==> src/rtl/fsns_pkg.sv <==
// Shared types, constants and selection helpers for the free-state search.
`timescale 1ns / 1ps

package fsns_pkg;

  localparam int STATE_COUNT = 8;  // lanes actually built, 2..8
  localparam int COUNT_BITS  = 8;  // used bits of each packed count, 4..8
  localparam int STATE_IDX_W = 3;  // fixed by the state index fields
  localparam int STATE_SPAN  = 1 << STATE_IDX_W;
  localparam int NACT_W      = STATE_IDX_W + 1;
  localparam int LOAD_W      = COUNT_BITS + 1;
  localparam int PACK_W      = 64;
  localparam int BYTE_W      = 8;

  // Configuration register indexes.
  typedef enum logic {
    CFG_STATES_IN_USE = 1'b0,
    CFG_CPU_COUNTS    = 1'b1
  } cfg_idx_t;

  // Search modes.
  typedef enum logic [1:0] {
    MODE_DOWN    = 2'd0,
    MODE_UP      = 2'd1,
    MODE_CLOSEST = 2'd2,
    MODE_LEAST   = 2'd3
  } mode_t;

  typedef struct packed {
    logic              free;
    logic              has_cpu;
    logic [LOAD_W-1:0] load;     // tasks + 2^COUNT_BITS - cpus
  } lane_res_t;

  typedef struct packed {
    logic                   hit;
    logic [STATE_IDX_W-1:0] idx;
  } sel_t;

  // One node of the least-loaded min tree.
  typedef struct packed {
    logic                   hit;
    logic [LOAD_W-1:0]      load;
    logic [STATE_IDX_W-1:0] idx;
  } ll_node_t;

  // Lowest set bit.
  function automatic sel_t pri_low(input logic [STATE_SPAN-1:0] v);
    sel_t r;
    r.hit = 1'b0;
    r.idx = '0;
    for (int s = STATE_SPAN - 1; s >= 0; s--) begin
      if (v[s]) begin
        r.hit = 1'b1;
        r.idx = STATE_IDX_W'(s);
      end
    end
    return r;
  endfunction

  // Highest set bit.
  function automatic sel_t pri_high(input logic [STATE_SPAN-1:0] v);
    sel_t r;
    r.hit = 1'b0;
    r.idx = '0;
    for (int s = 0; s < STATE_SPAN; s++) begin
      if (v[s]) begin
        r.hit = 1'b1;
        r.idx = STATE_IDX_W'(s);
      end
    end
    return r;
  endfunction

  // Smaller load of two nodes; lo holds the lower indexes and keeps ties.
  function automatic ll_node_t ll_pick(input ll_node_t lo, input ll_node_t hi);
    if (hi.hit && (!lo.hit || (hi.load < lo.load))) return hi;
    return lo;
  endfunction

endpackage

==> src/rtl/fsns_lane.sv <==
// One per-state lane: free test and load for a single performance state.
`timescale 1ns / 1ps

module fsns_lane
  import fsns_pkg::*;
(
  input  logic                  clk,
  input  logic                  in_use,     // state index below active count
  input  logic                  is_old,     // state is the task's old state
  input  logic [COUNT_BITS-1:0] cpu_count,
  input  logic [COUNT_BITS-1:0] task_count,
  input  logic [COUNT_BITS-1:0] old_count,  // old state's count without the task
  output lane_res_t             res
);

  logic [COUNT_BITS-1:0] cpus;
  lane_res_t             res_nxt;
  lane_res_t             res_r;

  always_comb begin
    cpus             = in_use ? cpu_count : '0;
    res_nxt.has_cpu  = (cpus != '0);
    res_nxt.free     = res_nxt.has_cpu &&
                       ((is_old && (old_count < cpus)) || (task_count < cpus));
    res_nxt.load     = {1'b0, task_count} - {1'b0, cpus}
                       + LOAD_W'(1 << COUNT_BITS);
  end

  always_ff @(posedge clk) begin
    res_r <= res_nxt;
  end

  assign res = res_r;

endmodule

==> src/rtl/fsns_merge.sv <==
// Merge stage: priority scans, nearest pick and least-loaded fallback.
`timescale 1ns / 1ps

module fsns_merge
  import fsns_pkg::*;
(
  input  logic                               clk,
  input  logic                               rst_n,
  input  logic                               valid,
  input  logic [1:0]                         mode,
  input  logic [STATE_IDX_W-1:0]             target_state,
  input  lane_res_t [STATE_COUNT-1:0]        lane_res,
  output logic                               out_valid,
  output logic                               out_found,
  output logic [STATE_IDX_W-1:0]             out_chosen_state
);

  logic [STATE_SPAN-1:0]  free_v, has_v, le_m, lt_m, ge_m, gt_m;
  sel_t                   hi_le, hi_lt, lo_ge, lo_gt;
  sel_t                   down_sel, up_sel, near_sel, scan_sel;
  sel_t                   ll_sel;
  ll_node_t               ll_l0 [STATE_SPAN];
  ll_node_t               ll_l1 [STATE_SPAN/2];
  ll_node_t               ll_l2 [STATE_SPAN/4];
  ll_node_t               ll_root;
  logic [STATE_IDX_W-1:0] dist_dn, dist_up;
  logic                   found_nxt;
  logic [STATE_IDX_W-1:0] chosen_nxt;

  logic                   out_valid_r;
  logic                   out_found_r;
  logic [STATE_IDX_W-1:0] out_chosen_r;

  always_comb begin
    free_v = '0;
    has_v  = '0;
    for (int s = 0; s < STATE_COUNT; s++) begin
      free_v[s] = lane_res[s].free;
      has_v[s]  = lane_res[s].has_cpu;
    end
    for (int s = 0; s < STATE_SPAN; s++) begin
      le_m[s] = (STATE_IDX_W'(s) <= target_state);
      lt_m[s] = (STATE_IDX_W'(s) <  target_state);
      ge_m[s] = (STATE_IDX_W'(s) >= target_state);
      gt_m[s] = (STATE_IDX_W'(s) >  target_state);
    end

    hi_le = pri_high(free_v & le_m);
    hi_lt = pri_high(free_v & lt_m);
    lo_ge = pri_low(free_v & ge_m);
    lo_gt = pri_low(free_v & gt_m);

    down_sel = hi_le.hit ? hi_le : lo_gt;
    up_sel   = lo_ge.hit ? lo_ge : hi_lt;

    // Nearest free state; equal distance goes to the upper one.
    dist_dn = target_state - hi_lt.idx;
    dist_up = lo_gt.idx - target_state;
    if (free_v[target_state]) begin
      near_sel.hit = 1'b1;
      near_sel.idx = target_state;
    end else if (hi_lt.hit && lo_gt.hit) begin
      near_sel = (dist_dn < dist_up) ? hi_lt : lo_gt;
    end else if (hi_lt.hit) begin
      near_sel = hi_lt;
    end else begin
      near_sel = lo_gt;
    end

    // Least loaded as a three-level min tree, lowest index on ties.
    for (int s = 0; s < STATE_SPAN; s++) begin
      ll_l0[s].hit  = 1'b0;
      ll_l0[s].load = '0;
      ll_l0[s].idx  = STATE_IDX_W'(s);
    end
    for (int s = 0; s < STATE_COUNT; s++) begin
      ll_l0[s].hit  = has_v[s];
      ll_l0[s].load = lane_res[s].load;
    end
    for (int s = 0; s < STATE_SPAN / 2; s++) begin
      ll_l1[s] = ll_pick(ll_l0[2*s], ll_l0[2*s+1]);
    end
    for (int s = 0; s < STATE_SPAN / 4; s++) begin
      ll_l2[s] = ll_pick(ll_l1[2*s], ll_l1[2*s+1]);
    end
    ll_root    = ll_pick(ll_l2[0], ll_l2[1]);
    ll_sel.hit = ll_root.hit;
    ll_sel.idx = ll_root.idx;

    unique case (mode)
      MODE_DOWN:    scan_sel = down_sel;
      MODE_UP:      scan_sel = up_sel;
      MODE_CLOSEST: scan_sel = near_sel;
      MODE_LEAST:   scan_sel = '0;
      default:      scan_sel = '0;
    endcase

    if (scan_sel.hit) begin
      found_nxt  = 1'b1;
      chosen_nxt = scan_sel.idx;
    end else begin
      found_nxt  = ll_sel.hit;
      chosen_nxt = ll_sel.hit ? ll_sel.idx : '0;
    end
  end

  always_ff @(posedge clk) begin
    if (!rst_n) begin
      out_valid_r <= 1'b0;
    end else begin
      out_valid_r <= valid;
    end
  end

  always_ff @(posedge clk) begin
    out_found_r  <= found_nxt;
    out_chosen_r <= chosen_nxt;
  end

  assign out_valid        = out_valid_r;
  assign out_found        = out_found_r;
  assign out_chosen_state = out_chosen_r;

endmodule

==> src/rtl/free_state_nearest_search.sv <==
// Top level of the free-state nearest search: config registers, lanes, merge.
`timescale 1ns / 1ps

// Picks a performance state for a task, one item per clock. An item is taken
// at any edge with start high; busy never rises, since nothing is shared
// between items. The result shows on out_found / out_chosen_state for exactly
// one cycle with out_valid high. The per-state lane registers capture at the
// accepting edge, then the merge-stage output registers capture the result.
// The receiver cannot stall, so results must be taken as they come.
// Write states_in_use and cpu_counts over the cfg_ port only while no item is
// in flight; writes take effect on the next edge.

module free_state_nearest_search
  import fsns_pkg::*;
(
  input  logic                   clk,
  input  logic                   rst_n,
  // config write port
  input  logic                   cfg_we,
  input  logic                   cfg_index,
  input  logic [PACK_W-1:0]      cfg_wdata,
  // item in
  input  logic                   start,
  output logic                   busy,
  input  logic [1:0]             in_mode,
  input  logic [STATE_IDX_W-1:0] in_cur_state,
  input  logic [STATE_IDX_W-1:0] in_target_state,
  input  logic [PACK_W-1:0]      in_task_counts,
  input  logic [BYTE_W-1:0]      in_old_count_without_self,
  // result out
  output logic                   out_valid,
  output logic                   out_found,
  output logic [STATE_IDX_W-1:0] out_chosen_state
);

  localparam logic [NACT_W-1:0] STATES_MAX = NACT_W'(STATE_COUNT);

  // Config registers
  logic [NACT_W-1:0]      states_in_use_r;
  logic [PACK_W-1:0]      cpu_counts_r;
  logic [NACT_W-1:0]      n_act;

  // Item control along the lane stage
  logic                   accept;
  logic                   v1_r;
  logic [1:0]             mode_r;
  logic [STATE_IDX_W-1:0] target_r;

  lane_res_t [STATE_COUNT-1:0] lane_res;

  assign busy   = 1'b0;       // fully pipelined, always ready
  assign accept = start && !busy;

  always_ff @(posedge clk) begin
    if (!rst_n) begin
      states_in_use_r <= NACT_W'(8);
      cpu_counts_r    <= '0;
    end else if (cfg_we) begin
      unique case (cfg_index)
        CFG_STATES_IN_USE: states_in_use_r <= cfg_wdata[NACT_W-1:0];
        CFG_CPU_COUNTS:    cpu_counts_r    <= cfg_wdata;
        default:           ;
      endcase
    end
  end

  // Counts above the built lanes act as all lanes.
  assign n_act = (states_in_use_r > STATES_MAX) ? STATES_MAX : states_in_use_r;

  always_ff @(posedge clk) begin
    if (!rst_n) begin
      v1_r <= 1'b0;
    end else begin
      v1_r <= accept;
    end
  end

  always_ff @(posedge clk) begin
    mode_r   <= in_mode;
    target_r <= in_target_state;
  end

  // One lane per state; each registers its free flag and load.
  for (genvar s = 0; s < STATE_COUNT; s++) begin : g_lane
    fsns_lane u_lane (
      .clk        (clk),
      .in_use     (NACT_W'(s) < n_act),
      .is_old     (in_cur_state == STATE_IDX_W'(s)),
      .cpu_count  (cpu_counts_r[BYTE_W*s +: COUNT_BITS]),
      .task_count (in_task_counts[BYTE_W*s +: COUNT_BITS]),
      .old_count  (in_old_count_without_self[COUNT_BITS-1:0]),
      .res        (lane_res[s])
    );
  end

  fsns_merge u_merge (
    .clk              (clk),
    .rst_n            (rst_n),
    .valid            (v1_r),
    .mode             (mode_r),
    .target_state     (target_r),
    .lane_res         (lane_res),
    .out_valid        (out_valid),
    .out_found        (out_found),
    .out_chosen_state (out_chosen_state)
  );

  // Every result comes from an item that was in the lane stage in the previous cycle.
  a_out_from_lane: assert property (@(posedge clk) disable iff (!rst_n)
    out_valid |-> $past(v1_r))
    else $error("result without item in lane stage");

  // An item in the lane stage always yields a result next cycle.
  a_lane_to_out: assert property (@(posedge clk) disable iff (!rst_n)
    v1_r |=> out_valid)
    else $error("item lost between lane and merge stage");

  // Not-found results carry state zero.
  a_notfound_zero: assert property (@(posedge clk) disable iff (!rst_n)
    (out_valid && !out_found) |-> (out_chosen_state == '0))
    else $error("not-found result with nonzero state");

endmodule
==> config.mk <==
export PLATFORM = sky130hd
export DESIGN_NAME = free_state_nearest_search
export DESIGN_NICKNAME = d
export VERILOG_FILES = /design/src/rtl/fsns_pkg.sv /design/src/rtl/fsns_lane.sv /design/src/rtl/fsns_merge.sv /design/src/rtl/free_state_nearest_search.sv
export SDC_FILE = /design/constraint.sdc
export NUM_CORES = 1
export LEC_CHECK = 0
export BUFFER_PORTS_ARGS = -buffer_cell sky130_fd_sc_hd__buf_2
export CORE_MARGIN = 2
export CORE_UTILIZATION = 59
export DETAILED_ROUTE_END_ITERATION = 7
export PLACE_DENSITY = 0.88
export SYNTH_ARGS = -nofsm -noshare
export SYNTH_HDL_FRONTEND = slang
export SYNTH_SLANG_ARGS = --single-unit
==> constraint.sdc <==
create_clock -name clk -period 6.39 [get_ports clk]
set_input_delay 0.3195 -clock clk [delete_from_list [all_inputs] [get_ports clk]]
set_output_delay 0.3195 -clock clk [all_outputs]
set_load 0.02 [all_outputs]
==> metrics.txt, run 1 <==
status finished, violations left; failing checks design-rule violations; Synth Register Bits between 150 and 200; synthesis-to-layout area growth 13.2%; reg2reg end u_merge.out_chosen_state[0]; synth unique cells 70; drt via density 5.82; CP bufs+invs 1; first-pass GRT wire length between 50000 and 60000 um; RSZ-0062 raised after global routing no; Clock Tree Root clkbuf_16; cell count after synthesis between 1k and 1.5k; synthesized area per cell 8.32 sq um; Critical Path Start Type register; CTS Buffer Depth 2; clk_skew a little over 20 ps; reg2reg path depth 25; GP Congestion ~0.96; FF-to-FF Start g_lane[6].u_lane.res[6]; Worst Path Max Fanout 21; area leader, netlist dfxtp_1; Initial Util a little over 60%; Setup crit end u_merge.out_chosen_state[0]; Hold Crit Class in2reg; Final #Nets approximately 1.9k; Least-Margin Pin Slew approximately 1100 ps; initial antenna violation count 5; number of synthesized flops with an enable pin 0; final setup margin 491 ps; drt pass-1 iters 8; Finish-stage setup viols 0; flop2flop setup slack between 400 and 500 ps; Top delay family on crit path compound AO/OA/AOI/OAI gates; final worst-path cycle share between 90 and 100%; chip width 146 um; input/output buffers about 150; die area 21300 sq um; Critical Path RT 6700 ps; Worst-path clk slew about 70 ps; syn_nets 1769; Reg area around 3300 sq um; # rows a little over 50; Max Cap Violations 0; Worst Setup End Kind register; worst rel slew slack roughly a quarter; post-route ant nets 0; Multi-input gate area between 7000 and 8000 sq um; critical path arrival about 6200 ps; Final min period 5900 ps; fillcell total between 1.5k and 2k; Fin Hold WS 7.75 ps; post-synthesis instance area between 10000 and 15000 sq um; final hold violations 0; PD cells between 200 and 300 nW/um^2; slowest CP cell a22o_1; leakage power between 0.006 and 0.007 uW; Peak Freq 0.170 GHz; die height around 150 um; WS Path Type reg2reg; CTS buffer count 17; main flop type after synthesis dfxtp_1; CTS tree yes; vias in the first global route 10.6k; detailed-route DRC error count 2; Max VDD drop 0.212 mV; Worst path depth 25; Avg WL per Cell between 15 and 20 um; gr ovfl total 0; area of the core ~20000 sq um; vias post-DR 10.7k; Critical path origin g_lane[6].u_lane.res[6]; Seq/Total Area, Yosys 28.1%; largest net degree at the start of global routing 71; share of the synthesized area in the top cell type 28.1%; most frequent cell after synthesis nand2_1; Total GRT Usage between 20% and 30%; CP max stage delay around 540 ps; post-place setup slack ~470 ps; H-tree Lvls 4; top cells by area, synth dfxtp_1 28%, ha_1 19%, nand2_1 7.4%; ys async rst share 0%; yosys warns 0; Slew Limit Fails 0; Clock Latency Late Sink 440 ps; Sinks on Clock Net ~170; Post-synth top cells 233 x nand2_1, 181 x ha_1, 167 x dfxtp_1, 103 x inv_1, 82 x a21oi_1; Setup TNS 0 ps; WL final 31500 um; 1st-iter DRT viols between 600 and 700; post-DP HPWL 24500 um; share of layout cells above drive strength 1 between 10% and 20%; io pins ~160
==> where the power goes <==
group	internal [uW]	leakage (uW)	switching, uW
registers	1170	0.00139	106
clock network	595	0.000300	480
logic	680	0.00456	871
==> worst min path at each step <==
stage,start,endpoint,cells past startpoint
after detailed placement,in_target_state[0],target_r[0],1
after CTS,in_mode[1],mode_r[1],1
final,in_mode[1],mode_r[1],1
after global routing,in_mode[1],mode_r[1],1
after floorplan,in_mode[0],mode_r[0],0
after global placement,v1_r,u_merge.out_valid,1
==> per-layer routing <==
layer | GRT usage (%) | vias up | share of wire, %
met4 | 15.4 | 0 | 4.7
met5 | 0 | - | 0
met1 | 36.1 | 4928 | 43
met2 | 49.9 | 394 | 47
li1 | - | 5262 | -
met3 | 4.01 | 105 | 5.1
==> layout make-up <==
| type | count | share of cell area, % |
|---|---|---|
| multi-input cells | 1105 | 59.1 |
| flip-flops and latches | 167 | 24.8 |
| repair buffers | 159 | 6.10 |
| clock buffers | 18 | 3.19 |
| inverters | 103 | 2.87 |
| well taps | 265 | 2.46 |
| clock inverters | 14 | 1.33 |
| diodes | 5 | 0.0929 |
==> worst register-to-register path: stages, from the launching register on <==
cell and delay, ps:
dfxtp_1 310, inv_1 50, ha_1 300, a211oi_1 220
o21ai_0 130, a211oi_1 280, a22o_1 540, o21ai_0 250
ha_1 380, a21oi_1 140, o21a_1 150, o211ai_1 100
and2_1 200, a311o_1 520, nor2_1 180, a21oi_1 60
ha_1 330, a21o_1 200, a21o_1 170, a211oi_1 220
o21ai_0 120, a21oi_1 220, a22o_1 160, a31oi_1 60
a21o_1 200, a311o_1 310
==> repair_timing <==
action | in CTS | in global routing
hold endpoints to repair | 4 | 0
endpoints found under the setup margin | 0 | 1
setup buffers | 0 | 0
gates resized for setup | 0 | 2
hold buffers | 4 | 0
==> cells in the final DEF (no fill, tap or decap), types with 18 or more instances in the layout <==
cell | synthesis | layout
ha_1 | 181 | 181
xnor2_1 | 22 | 22
xor2_1 | 29 | 29
inv_1 | 103 | 103
a21boi_0 | 72 | 72
dfxtp_1 | 167 | 167
a21o_1 | 63 | 63
nor2_1 | 55 | 55
o21ai_0 | 80 | 79
nand2b_1 | 42 | 42
nor2b_1 | 33 | 33
a21oi_1 | 82 | 82
nand2_1 | 233 | 231
o21a_1 | 18 | 18
buf_2 | 1 | 153
==> cells by family after synthesis <==
| group | Yosys count | synth area share (%) |
|---|---|---|
| fa+ha+maj | 191 | 20.7 |
| flops | 167 | 28.1 |
| simple gates | 430 | 16.9 |
| other cells | 1 | 0.0315 |
| mux | 25 | 2.23 |
| xor+xnor | 51 | 3.76 |
| compound gates | 407 | 23.3 |
| buf+inv | 157 | 5.01 |
==> stage by stage <==
stage	instance area (sq um)	util, %	instances	total power [uW]
2_1_floorplan	11900	-	1429	2400
3_3_place_gp	12800	65.3	1795	2730
3_5_place_dp	12800	65.3	1795	2790
4_1_cts	13400	68.6	1831	3870
5_1_grt	13500	68.7	1836	4140
6_report	13500	68.7	1836	3900
==> state kept, by name, summed over array words and instances, names as in the netlist, 2 cells and up <==
name / cells
g_lane.u_lane.res: 88
cpu_counts_r: 64
states_in_use_r: 4
target_r: 3
u_merge.out_chosen_state: 3
mode_r: 2
No activity file was read; power rests on OpenSTA's default activity.
==> inputs of run 2 (changes only) <==
- BUFFER_PORTS_ARGS: -buffer_cell sky130_fd_sc_hd__buf_2 -> default
- CORE_UTILIZATION: 59 -> 65
- DONT_BUFFER_PORTS: default -> 1
==> metrics.txt, run 2 (synthesis results as in run 1) <==
initial antenna violation count 0 (was 5); hold worst-path end states_in_use_r[3] (was mode_r[1]); Finish-stage setup viols 0 (unchanged); clk_skew 17.3 ps (was 20.8 ps); CP max stage delay 440 ps (was 540 ps); Max VDD drop 0.226 mV (was 0.212 mV); WS Path Type reg2reg (unchanged); post-route ant nets 0 (unchanged); first-pass GRT wire length 49100 um (was 50700 um); final worst-path cycle share 92.5% (was 92.3%); post-DP HPWL 24200 um (was 24500 um); FF-to-FF Start g_lane[2].u_lane.res[7] (was g_lane[6].u_lane.res[6]); Clock Tree Root clkbuf_16 (unchanged); reg2reg end u_merge.out_chosen_state[0] (unchanged); max reg flops 88 (unchanged); Slew Limit Fails 0 (unchanged); HP Start cfg_wdata[3] (was in_mode[1]); Max Cap Violations 0 (unchanged); Peak Freq 0.169 GHz (was 0.170 GHz); Worst-path clk slew 70 ps (about the same); status complete, no violations (was finished, violations left); most common cell after layout, fill and taps aside nand2_1 (unchanged); area of the core 18000 sq um (was 19600 sq um); GP Congestion 0.957 (was 0.959); Setup TNS 0 ps (unchanged); Least-Margin Pin Slew 1140 ps (about the same); largest net degree at the start of global routing 71 (unchanged); Clock Latency Late Sink 440 ps (about the same); RSZ-0062 raised after global routing no (unchanged); detailed-route DRC error count 0 (was 2); Critical Path Start Type register (unchanged); flop2flop setup slack 480 ps (was 490 ps); dpl cell area 12000 sq um (was 12800 sq um); chip width 139 um (was 146 um); hold path cells 2 (was 1); CTS Buffer Depth 2 (unchanged); Worst Path Max Fanout 11 (was 21); Total GRT Usage 31.4% (was 29.3%); io pins 155 (unchanged); Critical Path RT 6710 ps (was 6700 ps); Final #Nets 1742 (was 1893); vias in the first global route 10.3k (was 10.6k); CTS buffer count 17 (unchanged); Post CTS Setup Buffer Count 0 (unchanged); synthesis-to-layout area growth 6.36% (was 13.2%); Avg WL per Cell 18.7 um (was 17.2 um); Initial Util 66.2% (was 60.7%); Sinks on Clock Net 167 (unchanged); commonest cells after routing, fill and taps aside 231 x nand2_1, 181 x ha_1, 167 x dfxtp_1 (unchanged); gr ovfl total 0 (unchanged); H-tree Lvls 4 (unchanged); die height 139 um (was 146 um); die area 19400 sq um (was 21300 sq um); final hold violations 0 (unchanged); final instance area 12600 sq um (was 13500 sq um); share of layout cells above drive strength 1 4.52% (was 13.7%); 1st-iter DRT viols 729 (was 681); input/output buffers 0 (was 153); leakage power 0.00564 uW (was 0.00625 uW); slowest CP cell a221oi_1 (was a22o_1); Final min period 5910 ps (was 5900 ps); drt via density 6.16 (was 5.82); critical path arrival 6230 ps (was 6210 ps); CTS tree yes (unchanged); worst rel slew slack 23.9% (was 23.8%); WL final 30800 um (was 31500 um); Worst Setup End Kind register (unchanged); Hold Crit Class in2reg (unchanged); reg2reg path depth 26 (was 25); PD cells 298 nW/um^2 (was 290 nW/um^2); # rows 49 (was 51); vias post-DR 10.1k (was 10.7k); drt pass-1 iters 5 (was 8)
run 2: final cells by class:
| class | count | area [sq um] |
|---|---|---|
| clock inverters | 14 | 153 |
| inverters | 103 | 387 |
| well taps | 229 | 287 |
| repair buffers | 8 | 75.1 |
| flip-flops and latches | 167 | 3340 |
| multi-input cells | 1105 | 7960 |
| clock buffers | 18 | 439 |
| diodes | 1 | 2.50 |
| fillers | 1383 | 5310 |
run 2: worst max path at each step:
stage | from | slack, ps | to | depth (start not counted)
detailed placement | g_lane[2].u_lane.res[7] | 470 | u_merge.out_chosen_state[0] | 24
global route | g_lane[2].u_lane.res[7] | 50 | u_merge.out_chosen_state[0] | 26
CTS | g_lane[2].u_lane.res[7] | 340 | u_merge.out_chosen_state[0] | 24
floorplan | g_lane[6].u_lane.res[6] | 850 | u_merge.out_chosen_state[0] | 28
finish | g_lane[2].u_lane.res[7] | 480 | u_merge.out_chosen_state[0] | 26
global placement | g_lane[2].u_lane.res[7] | 720 | u_merge.out_chosen_state[0] | 23
run 2: critical path, delay by kind of cell, from the launching register on:
| family | cells | cell delay, ps |
|---|---|---|
| mux | 1 | 350 |
| buf+inv | 2 | 240 |
| compound gates | 14 | 2840 |
| simple gates | 6 | 1160 |
| fa+ha+maj | 3 | 860 |
| flops | 1 | 350 |
run 2: power breakdown:
group	leakage, uW	total [uW]	switching [uW]	internal [uW]
Combinational	0.00396	1460	819	638
Clock	0.000289	1020	488	534
Sequential	0.00139	1280	115	1170
Total	0.00564	3760	1420	2340
run 2: routing by layer:
layer	track usage (%)	share of wire, %	up-vias
met2	52.0	47	410
met3	6.74	6.6	121
met5	0	0	-
li1	-	-	4948
met1	37.9	41	4657
met4	17.9	5.6	0
run 2: what timing repair did:
action / in CTS / in global routing
resized for setup: 0 / 4
hold buffers: 6 / 0
setup endpoints to repair: 0 / 3
hold endpoints to repair: 6 / 0
run 2: per-stage QoR:
| stage | worst slack [ps] | utilization [%] | std cells | power, uW | hold slack (ps) |
|---|---|---|---|---|---|
| final | 480 | 70.4 | 1645 | 3760 | 11.4 |
| after global routing | 48.6 | 70.4 | 1644 | 4020 | 3.22 |
| after CTS | 340 | 70.4 | 1644 | 3750 | 2.36 |
| after detailed placement | 473 | 66.7 | 1606 | 2720 | 347 |
| after global placement | 716 | 66.7 | 1606 | 2650 | 347 |
| after floorplan | 847 | - | 1429 | 2400 | 347 |
